<file path="config.mk">
export PLATFORM = sky130hd
export DESIGN_NAME = polyline_monotone_chain_slicer_core
export DESIGN_NICKNAME = d
export VERILOG_FILES = /design/src/pmcs_pkg.sv /design/src/pmcs_front.sv /design/src/pmcs_fifo.sv /design/src/pmcs_back.sv /design/src/polyline_monotone_chain_slicer_core.sv
export SDC_FILE = /design/constraint.sdc
export NUM_CORES = 1
export LEC_CHECK = 0
export BUFFER_PORTS_ARGS = -buffer_cell sky130_fd_sc_hd__buf_2
export CORE_UTILIZATION = 45
export CTS_CLUSTER_DIAMETER = 100
export DETAILED_ROUTE_END_ITERATION = 10
export PLACE_DENSITY_LB_ADDON = 0.08
export REMOVE_ABC_BUFFERS = 1
export SYNTH_ARGS = -nofsm -noshare
export SYNTH_HDL_FRONTEND = slang
export SYNTH_SLANG_ARGS = --single-unit
export TNS_END_PERCENT = 20
</file>
<file path="constraint.sdc">
create_clock -name clk -period 39.4 [get_ports clk]
set_input_delay 1.97 -clock clk [delete_from_list [all_inputs] [get_ports clk]]
set_output_delay 1.97 -clock clk [all_outputs]
set_load 0.02 [all_outputs]
</file>
<file path="src/pmcs_pkg.sv">
package pmcs_pkg;

  localparam int COUNT_BITS_DEFAULT = 16;
  localparam int unsigned MIN_CHAIN = 2;
  localparam logic [15:0] MAX_VERTICES_RESET = 16'd256;
  localparam int QUEUE_DEPTH = 4;

  localparam logic REG_MAX_VERTICES = 1'b0;

  typedef enum logic [1:0] {
    PH_IDLE,
    PH_START,
    PH_CHAIN
  } phase_t;

  typedef struct packed {
    logic signed [31:0] x;
    logic signed [31:0] y;
    logic               chain_end;
  } point_t;

  typedef struct packed {
    logic [1:0]         cnt;
    point_t [2:0]       w;
  } job_t;

endpackage

</file>
<file path="src/pmcs_front.sv">
module pmcs_front #(
  parameter int COUNT_BITS = pmcs_pkg::COUNT_BITS_DEFAULT
) (
  input  logic                 clk,
  input  logic                 rst,
  input  logic                 in_valid,
  output logic                 in_ready,
  input  logic signed [31:0]   in_x,
  input  logic signed [31:0]   in_y,
  input  logic                 in_final,
  input  logic [15:0]          max_vertices,
  input  logic                 q_full,
  output logic                 push,
  output pmcs_pkg::job_t       push_job
);

  localparam int LW = (COUNT_BITS > 16) ? COUNT_BITS : 16;

  pmcs_pkg::phase_t        phase;
  pmcs_pkg::phase_t        phase_next;
  logic signed [31:0]      held_x;
  logic signed [31:0]      held_y;
  logic [2:0]              chain_dir;
  logic [2:0]              chain_dir_next;
  logic [COUNT_BITS-1:0]   chain_len;
  logic [COUNT_BITS-1:0]   chain_len_next;
  logic [COUNT_BITS-1:0]   len_inc;

  logic [LW-1:0]           mv_ext;
  logic [LW-1:0]           cap_ext;
  logic [LW-1:0]           limit;
  logic [2:0]              seg_dir;
  logic                    open_end;
  logic                    cont_end;
  logic                    ends;
  logic                    accept;
  pmcs_pkg::job_t          job;

  assign mv_ext  = LW'(max_vertices);
  assign cap_ext = LW'({COUNT_BITS{1'b1}});

  always_comb begin
    limit = mv_ext;
    if (mv_ext > cap_ext) begin
      limit = cap_ext;
    end
    if (limit < LW'(pmcs_pkg::MIN_CHAIN)) begin
      limit = LW'(pmcs_pkg::MIN_CHAIN);
    end
  end

  // quadrant code: horizontal, south, west
  assign seg_dir  = {held_y == in_y, in_y < held_y, in_x < held_x};
  assign len_inc  = chain_len + 1'b1;
  assign open_end = seg_dir[2] || in_final || (limit == LW'(pmcs_pkg::MIN_CHAIN));
  assign cont_end = in_final || (LW'(len_inc) >= limit);

  assign in_ready = !q_full;
  assign accept   = in_valid && in_ready;
  assign push     = accept && (job.cnt != 2'd0);
  assign push_job = job;

  always_comb begin
    job            = '0;
    ends           = 1'b0;
    phase_next     = phase;
    chain_dir_next = chain_dir;
    chain_len_next = chain_len;
    unique case (phase)
      pmcs_pkg::PH_START: begin
        job.w[0]       = '{x: held_x, y: held_y, chain_end: 1'b0};
        job.cnt        = 2'd1;
        chain_dir_next = seg_dir;
        if (open_end) begin
          job.w[1] = '{x: in_x, y: in_y, chain_end: 1'b1};
          job.cnt  = 2'd2;
          ends     = 1'b1;
        end else begin
          chain_len_next = COUNT_BITS'(pmcs_pkg::MIN_CHAIN);
          phase_next     = pmcs_pkg::PH_CHAIN;
        end
      end
      pmcs_pkg::PH_CHAIN: begin
        if (seg_dir != chain_dir) begin
          job.w[0]       = '{x: held_x, y: held_y, chain_end: 1'b1};
          job.w[1]       = '{x: held_x, y: held_y, chain_end: 1'b0};
          job.cnt        = 2'd2;
          chain_dir_next = seg_dir;
          if (open_end) begin
            job.w[2] = '{x: in_x, y: in_y, chain_end: 1'b1};
            job.cnt  = 2'd3;
            ends     = 1'b1;
          end else begin
            chain_len_next = COUNT_BITS'(pmcs_pkg::MIN_CHAIN);
          end
        end else begin
          job.w[0] = '{x: held_x, y: held_y, chain_end: 1'b0};
          job.cnt  = 2'd1;
          if (cont_end) begin
            job.w[1] = '{x: in_x, y: in_y, chain_end: 1'b1};
            job.cnt  = 2'd2;
            ends     = 1'b1;
          end else begin
            chain_len_next = len_inc;
          end
        end
      end
      default: begin
        ends = 1'b1;
        if (in_final) begin
          job.w[0] = '{x: in_x, y: in_y, chain_end: 1'b1};
          job.cnt  = 2'd1;
        end
      end
    endcase
    if (ends) begin
      if (in_final) begin
        phase_next     = pmcs_pkg::PH_IDLE;
        chain_len_next = '0;
      end else begin
        phase_next     = pmcs_pkg::PH_START;
        chain_len_next = COUNT_BITS'(1);
      end
    end
  end

  always_ff @(posedge clk) begin
    if (rst) begin
      phase     <= pmcs_pkg::PH_IDLE;
      held_x    <= '0;
      held_y    <= '0;
      chain_dir <= '0;
      chain_len <= '0;
    end else if (accept) begin
      phase     <= phase_next;
      held_x    <= in_x;
      held_y    <= in_y;
      chain_dir <= chain_dir_next;
      chain_len <= chain_len_next;
    end
  end

endmodule

</file>
<file path="src/pmcs_fifo.sv">
module pmcs_fifo (
  input  logic            clk,
  input  logic            rst,
  input  logic            push,
  input  pmcs_pkg::job_t  push_job,
  output logic            full,
  input  logic            pop,
  output logic            empty,
  output pmcs_pkg::job_t  pop_job
);

  localparam int DEPTH = pmcs_pkg::QUEUE_DEPTH;
  localparam int AW    = (DEPTH > 1) ? $clog2(DEPTH) : 1;
  localparam int CW    = $clog2(DEPTH + 1);

  pmcs_pkg::job_t  mem [DEPTH];
  logic [AW-1:0]   wr_ptr;
  logic [AW-1:0]   rd_ptr;
  logic [CW-1:0]   count;
  logic            do_push;
  logic            do_pop;

  assign full    = (count == CW'(DEPTH));
  assign empty   = (count == '0);
  assign do_push = push && !full;
  assign do_pop  = pop && !empty;
  assign pop_job = mem[rd_ptr];

  always_ff @(posedge clk) begin
    if (do_push) begin
      mem[wr_ptr] <= push_job;
    end
  end

  always_ff @(posedge clk) begin
    if (rst) begin
      wr_ptr <= '0;
      rd_ptr <= '0;
      count  <= '0;
    end else begin
      if (do_push) begin
        wr_ptr <= (wr_ptr == AW'(DEPTH - 1)) ? '0 : wr_ptr + 1'b1;
      end
      if (do_pop) begin
        rd_ptr <= (rd_ptr == AW'(DEPTH - 1)) ? '0 : rd_ptr + 1'b1;
      end
      if (do_push && !do_pop) begin
        count <= count + 1'b1;
      end else if (do_pop && !do_push) begin
        count <= count - 1'b1;
      end
    end
  end

endmodule

</file>
<file path="src/pmcs_back.sv">
module pmcs_back (
  input  logic                clk,
  input  logic                rst,
  input  logic                q_empty,
  input  pmcs_pkg::job_t      q_job,
  output logic                pop,
  output logic                out_valid,
  input  logic                out_ready,
  output logic signed [31:0]  out_x,
  output logic signed [31:0]  out_y,
  output logic                out_end
);

  pmcs_pkg::job_t  cur;
  logic            cur_valid;
  logic [1:0]      idx;
  logic            last_word;
  logic            take;
  pmcs_pkg::point_t word;

  assign last_word = (idx + 2'd1 == cur.cnt);
  assign take      = !cur_valid || (out_ready && last_word);
  assign pop       = take && !q_empty;

  assign word      = cur.w[idx];
  assign out_valid = cur_valid;
  assign out_x     = word.x;
  assign out_y     = word.y;
  assign out_end   = word.chain_end;

  always_ff @(posedge clk) begin
    if (pop) begin
      cur <= q_job;
    end
  end

  always_ff @(posedge clk) begin
    if (rst) begin
      cur_valid <= 1'b0;
      idx       <= '0;
    end else if (take) begin
      cur_valid <= !q_empty;
      idx       <= '0;
    end else if (out_ready) begin
      idx <= idx + 2'd1;
    end
  end

endmodule

</file>
<file path="src/polyline_monotone_chain_slicer_core.sv">
// Flow: a vertex's words enter the job queue when the next vertex (or the final vertex
//   itself) is accepted, and reach the m side through the queue and the output register.
// Throughput: one vertex per cycle while each vertex yields at most one word and m_tready is
//   high; the m side moves one word per cycle while m_tready is high.
// Reset: clears the chain phase, the 4-entry job queue and the output stage;
//   max_vertices returns to 256.
module polyline_monotone_chain_slicer_core #(
  parameter int COUNT_BITS = pmcs_pkg::COUNT_BITS_DEFAULT
) (
  input  logic         clk,
  input  logic         rst,
  input  logic         s_tvalid,
  output logic         s_tready,
  input  logic [63:0]  s_tdata,   // vx[31:0], vy[63:32]
  input  logic         s_tlast,
  output logic         m_tvalid,
  input  logic         m_tready,
  output logic [63:0]  m_tdata,   // out_x[31:0], out_y[63:32]
  output logic         m_tlast,
  input  logic         psel,
  input  logic         penable,
  input  logic         pwrite,
  input  logic [2:0]   paddr,
  input  logic [31:0]  pwdata,
  output logic [31:0]  prdata,
  output logic         pready
);

  logic [15:0]         max_vertices;
  logic                push;
  logic                pop;
  logic                q_full;
  logic                q_empty;
  pmcs_pkg::job_t      push_job;
  pmcs_pkg::job_t      pop_job;
  logic signed [31:0]  out_x;
  logic signed [31:0]  out_y;

  assign pready = 1'b1;
  assign prdata = (paddr[2] == pmcs_pkg::REG_MAX_VERTICES) ? {16'd0, max_vertices} : 32'd0;

  always_ff @(posedge clk) begin
    if (rst) begin
      max_vertices <= pmcs_pkg::MAX_VERTICES_RESET;
    end else if (psel && penable && pwrite && pready &&
                 paddr[2] == pmcs_pkg::REG_MAX_VERTICES) begin
      max_vertices <= pwdata[15:0];
    end
  end

  pmcs_front #(
    .COUNT_BITS (COUNT_BITS)
  ) u_front (
    .clk          (clk),
    .rst          (rst),
    .in_valid     (s_tvalid),
    .in_ready     (s_tready),
    .in_x         (s_tdata[31:0]),
    .in_y         (s_tdata[63:32]),
    .in_final     (s_tlast),
    .max_vertices (max_vertices),
    .q_full       (q_full),
    .push         (push),
    .push_job     (push_job)
  );

  pmcs_fifo u_fifo (
    .clk      (clk),
    .rst      (rst),
    .push     (push),
    .push_job (push_job),
    .full     (q_full),
    .pop      (pop),
    .empty    (q_empty),
    .pop_job  (pop_job)
  );

  pmcs_back u_back (
    .clk       (clk),
    .rst       (rst),
    .q_empty   (q_empty),
    .q_job     (pop_job),
    .pop       (pop),
    .out_valid (m_tvalid),
    .out_ready (m_tready),
    .out_x     (out_x),
    .out_y     (out_y),
    .out_end   (m_tlast)
  );

  assign m_tdata = {out_y, out_x};

endmodule

</file>
**After elaboration in Yosys (flattened, before gate mapping)**

Memories as Yosys holds them, arrays and structs flattened. A register that Yosys moved wholly into a read port is not among the register bits.
Index checks and enable logic that the tools add are counted.

- Register bits: 111
- RAM bits: 788
- Input port bits: 107
- Logic and storage cells: 108
- Memories kept: 1

Memories:

| memory | words | width | rd ports | clocked after memory_dff | wr ports | line | source |
|---|---|---|---|---|---|---|---|
| u_fifo.mem | 4 | 197 | 1 | 1 | 1 | pmcs_fifo.sv:16 | `pmcs_pkg::job_t mem [DEPTH];` |

- $add $sub $neg: 6
- $lt $le $gt $ge: 6
- Equality and inequality tests: 12
- Muxes and demuxes: 41
- Bitwise gates (word level): 1
- Reduce and logical (&&, ||, !) cells: 30

Operator list:

| kind | count |
|---|---|
| 65-bit two-way mux | 6 |
| 65-bit case mux with 2 select lines | 2 |
| 65-bit binary-select mux with 2-bit select | 1 |
| 130-bit two-way mux | 1 |
| 16-bit two-way mux | 7 |
| 66-bit two-way mux | 1 |
| 32-bit less-than comparator | 2 |
| 32-bit equality test | 1 |
| 16-bit case mux with 2 select lines | 1 |
| 16-bit by 1-bit adder with 16-bit output, second input constant | 1 |
| 16-bit by 2-bit equality test with 1-bit output, second input constant | 1 |
| 16-bit >= comparator | 1 |
| 16-bit > comparator, second input constant | 1 |
| 16-bit by 2-bit less-than comparator with 1-bit output, second input constant | 1 |
| 2-bit two-way mux | 8 |
| 1-bit logical AND | 11 |
| 3-bit two-way mux | 3 |
| 3-bit AND reduction | 3 |
| 1-bit two-way mux | 8 |
| 2-bit nonzero test | 4 |
| 2-bit by 1-bit adder with 2-bit output, second input constant | 3 |
| 2-bit equality test, second input constant | 3 |
| 3-bit case mux with 2 select lines | 1 |
| 1-bit logical NOT | 5 |
| other kinds (17) | 20 |

**Depth between registers and ports, before layout**

- Word-level depth: 16
- Depth in mapped cells: 19
- Mapped depth without buffers: 17

**Modules after synthesis**

A second synthesis with hierarchy kept.

- Cells, all modules: 2615
- Area, all modules: 44973.1 um^2

By module, submodules not included:

| module | instances | cells each | area each (um^2) |
|---|---|---|---|
| pmcs_fifo | 1 | 1079 | 28876.4 |
| pmcs_front | 1 | 998 | 7654.8 |
| pmcs_back | 1 | 432 | 7459.7 |
| polyline_monotone_chain_slicer_core | 1 | 106 | 982.2 |

**Worst setup path before layout**

No wires, ideal clock.

- Kind: input -> register
- From: in m_tready
- To: reg u_fifo.count[2]
- Library setup time: 0.070 ns
- Arrival: 13.865 ns
- Data required time: 39.330 ns
- Path slack: 25.464 ns
- Cell stages on the path: 9
- Buffers on the path: 0
- Cells stage by stage: nand2_1 a21oi_1 inv_1 ha_1 inv_1 fa_1 xor2_1 or3_1 a21oi_1

- Cells in the longest elaborated chain, start to end: 7
- Elaborated cells between the ends (all ways): 9
- Classes of those cells: mux (1); reduce/logical (8)

Ends and longest elaborated chain:

| item | line | source |
|---|---|---|
| from (decl) | polyline_monotone_chain_slicer_core.sv:17 | `input logic m_tready,` |
| 1-bit logical AND (*) | pmcs_back.sv:22 | `assign take = !cur_valid \|\| (out_ready && last_word);` |
| 1-bit logical OR (*) | pmcs_back.sv:22 |  |
| 1-bit logical AND (*) | pmcs_back.sv:23 | `assign pop = take && !q_empty;` |
| net pop | polyline_monotone_chain_slicer_core.sv:31 | `logic pop;` |
| 1-bit logical AND (*) | pmcs_fifo.sv:26 | `assign do_pop = pop && !empty;` |
| 1-bit logical NOT | pmcs_fifo.sv:47 | `if (do_push && !do_pop) begin` |
| 1-bit logical AND | pmcs_fifo.sv:47 |  |
| 3-bit two-way mux or 2-bit nonzero test (tied branches) | -- |  |
| to (signal assigned) | pmcs_fifo.sv:48 | `count <= count + 1'b1;` |
| to (signal assigned) | pmcs_fifo.sv:50 | `count <= count - 1'b1;` |
| to (decl) | pmcs_fifo.sv:19 | `logic [CW-1:0] count;` |

Mark *: on every way through the listed nets, which the timed path passes. The rest lies on a longest branch.
A chain may end at the register's enable or synchronous reset.

==> impl_metrics.toml <==
[status]
status = "complete, but fails checks"
failed_checks = "DRC"

[clock_tree]
cts_tree = "built"
clk_pin_slew_worst_paths_ns = 0.06
clockRootBuffer = "clkbuf_16"
clk_path_buf_depth = 3
cts.htree.levels = 3
clkLatencyLatePin_ns = 0.68
numClockSinks = 1096
holdBufCountCts = 0
cts_setup_buffers = 0
cts_resized = 0
cts_buffers = 113

[floorplanning]
die_area_mm2 = 0.09950
start_util = 0.4558
io_pins = 207
core_mm2 = 0.09699
die_y_um = 315.4
die_x_um = 315.4
rows = 114

[sta]
finalMaxSlewViolations = 0
period_needed_ns = 7.068
hold_ws_ns = 0.4597
period_share = 0.1794
clock.fmax_mhz = 141.5
relSlewSlack = 0.2167
setup_viol = 0
rsz0062_at_grt = "no"
finalHoldViolations = 0
clock_skew_ns = 0.02822
setup_tns_ns = 0
tightest_slew_ns = 1.175

[synthesis]
yosysSeqAreaShare = 0.7193
avgSynthCellArea_um2 = 16.95
synth_simple_gate_area_frac = 0.05190
synth.area.top_cells = "edfxtp_1 67%, mux4_2 10%, dfxtp_1 5.0%"
netlist_area_mm2 = 0.04421
yosysMostFrequentCell = "edfxtp_1"
netlist_top_cells_count = "985 x edfxtp_1, 270 x nand2_1, 197 x mux4_2"
async_flop_share = 0
synth_area_leader_cell = "edfxtp_1"
synth_compound_area_frac = 0.06042
netlist_instances = 2608
synth_fa_ha_area_frac = 0.02536
synth_edf_count = 985
yosys_warnings = 0
synth_top_area_frac = 0.6690
synth_mux_area_frac = 0.1167
synth_cell_type_count = 63
synth_top_family_by_area = "multiplexers"
synth_xor_area_frac = 0.002377
ys_ff_latch = 1096
ys.flop_type = "edfxtp_1"

[routing]
ant_nets = 0
viasPerCell = 5.633
wire_per_inst_um = 24.21
drt_pass1_iterations = 10
routed-wl-met2_mm = 50.60
wirelength_mm = 100.7
drtIter0Drc = 1779
top_layer = "met5"
met3_length_mm = 5.358
num_vias = 23440
route.detailed.drc = 12
wl_met1_mm = 42.45

[pwr]
p_leak_uw = 0.01666
ir_worst_vdd_v = 0.00006229
power.density_mw_per_mm2 = 64.07

[critical_path]
startpoint_type = "input port"
cp_max_fo = 52
r2r_start = "u_front.held_x[26]"
required_ns = 39.90
critPathKind = "in -> reg"
end_kind = "flop"
cp_data_arrival_time_ns = 7.57
startpoint = "s_tdata[27]"

[worst_hold_path]
hold_class = "reg -> reg"
min_from = "max_vertices[3]"

[place]
gp_congestion = 0.8032
numPortBuffers = 171
dp_hpwl_mm = 52.06
dp.cells = 3946

[global_route]
grt_pass1_wl_mm = 151.6
antenna_found_initial = 13
grt_pass1_vias = 24960
track_usage = 0.2052
grt_max_degree = 156
overflow = 0

[cells_and_area]
fillers = 7916
layout.cells.non_filler = 4161
drive_gt1_frac = 0.2085
nNetsFinal = 2981
layout-area-overhead-vs-synth_pct = 13.24

[flow_run]
cap_violations = 0
-- flip-flops by register name (all words and copies together) (netlist names), 3 cells and up --
signal,cells
u_front.held_x,32
u_front.held_y,32
u_front.chain_len,16
max_vertices,16
u_fifo.count,3
u_fifo.mem,788
u_front.chain_dir,3
u_back.cur,197
-- worst paths after layout --
kind | endpoint | slack [ns] | cells past startpoint
max | u_fifo.mem[1][116] | 32.33 | 13
min | max_vertices[3] | 0.46 | 2
max reg2reg | u_fifo.mem[1][116] | 33.36 | 13
min reg2reg | max_vertices[3] | 0.46 | 2
-- layout make-up --
cell class	instances	area (um2)	share of cell area
clock buffer	169	3273	0.06538
timing repair buffer	200	1151	0.02299
tap	1276	1597	0.03189
sequential	1096	31820	0.6355
antenna	3	7.507	0.0001500
clock inverter	43	384.1	0.007672
inverter	93	349.1	0.006973
multi-input combinational	1281	11490	0.2295
-- where the power goes --
group | internal [uW] | switching [uW] | total, uW
Clock | 616 | 433 | 1050
Sequential | 1500 | 65.3 | 1560
Combinational | 225 | 369 | 594
-- placed cells by master (no fill, tap or decap), types with 4 or more instances in the layout --
cell / n
mux2i_1: 72
clkinv_2: 17
clkbuf_16: 117
o21a_1: 5
nand4_1: 12
dfxtp_4: 4
nor4_1: 4
buf_2: 170
a21oi_2: 9
and3_1: 5
bufinv_16: 7
xnor2_1: 5
nand3_1: 15
a21o_1: 6
xor2_1: 7
or2_2: 11
or3_1: 4
ha_1: 88
clkbuf_1: 37
nor2b_1: 14
nor3_1: 18
o31ai_1: 8
inv_1: 93
a22o_1: 128
buf_4: 24
dfxtp_1: 107
nand2b_1: 6
a21oi_1: 121
and2_4: 7
and2_1: 68
conb_1: 17
buf_12: 6
o21ai_0: 86
clkbuf_8: 15
nor2_1: 52
clkinv_1: 15
edfxtp_1: 985
nand2_1: 269
a211oi_1: 5
mux4_2: 197
-- worst max-delay path, stage by stage --
cell and delay [ns]:
buf_2 0.13, ha_1 0.31, nand4_1 0.21, nor3_1 0.37
nor4b_1 0.81, o41ai_1 0.30, a31oi_1 0.67, mux2i_1 0.49
and2_4 0.27, nand3_1 0.13, a21oi_4 0.62, buf_4 0.86
a22o_1 0.34
-- routing by layer --
| layer | GRT usage | vias up |
|---|---|---|
| met1 | 0.2669 | 12150 |
| met2 | 0.3528 | 581 |
| li1 | - | 10510 |
| met4 | 0.05797 | 14 |
| met3 | 0.03765 | 176 |
| met5 | 0 | - |
-- logic make-up after synthesis --
family / Yosys count
DFF: 1096
and+or+nand+nor: 498
AOI/OAI and AO/OA: 396
muxes: 269
buffers and inverters: 246
adders and majority gates: 89
xor gates and xnor gates: 12
other: 2
-- stage by stage --
| step | util | total power [uW] | instance area (um2) | setup WS [ns] |
|---|---|---|---|---|
| 2_1_floorplan | - | 2092 | 43560 | 24.43 |
| 3_3_place_gp | 0.4784 | 2188 | 46400 | 31.65 |
| 3_5_place_dp | 0.4784 | 2201 | 46400 | 31.57 |
| 4_1_cts | 0.5161 | 3250 | 50060 | 32.28 |
| 5_1_grt | 0.5161 | 3344 | 50060 | 31.99 |
| 6_report | 0.5162 | 3208 | 50060 | 32.33 |
Note: power is estimated with default switching activity, not from simulation.
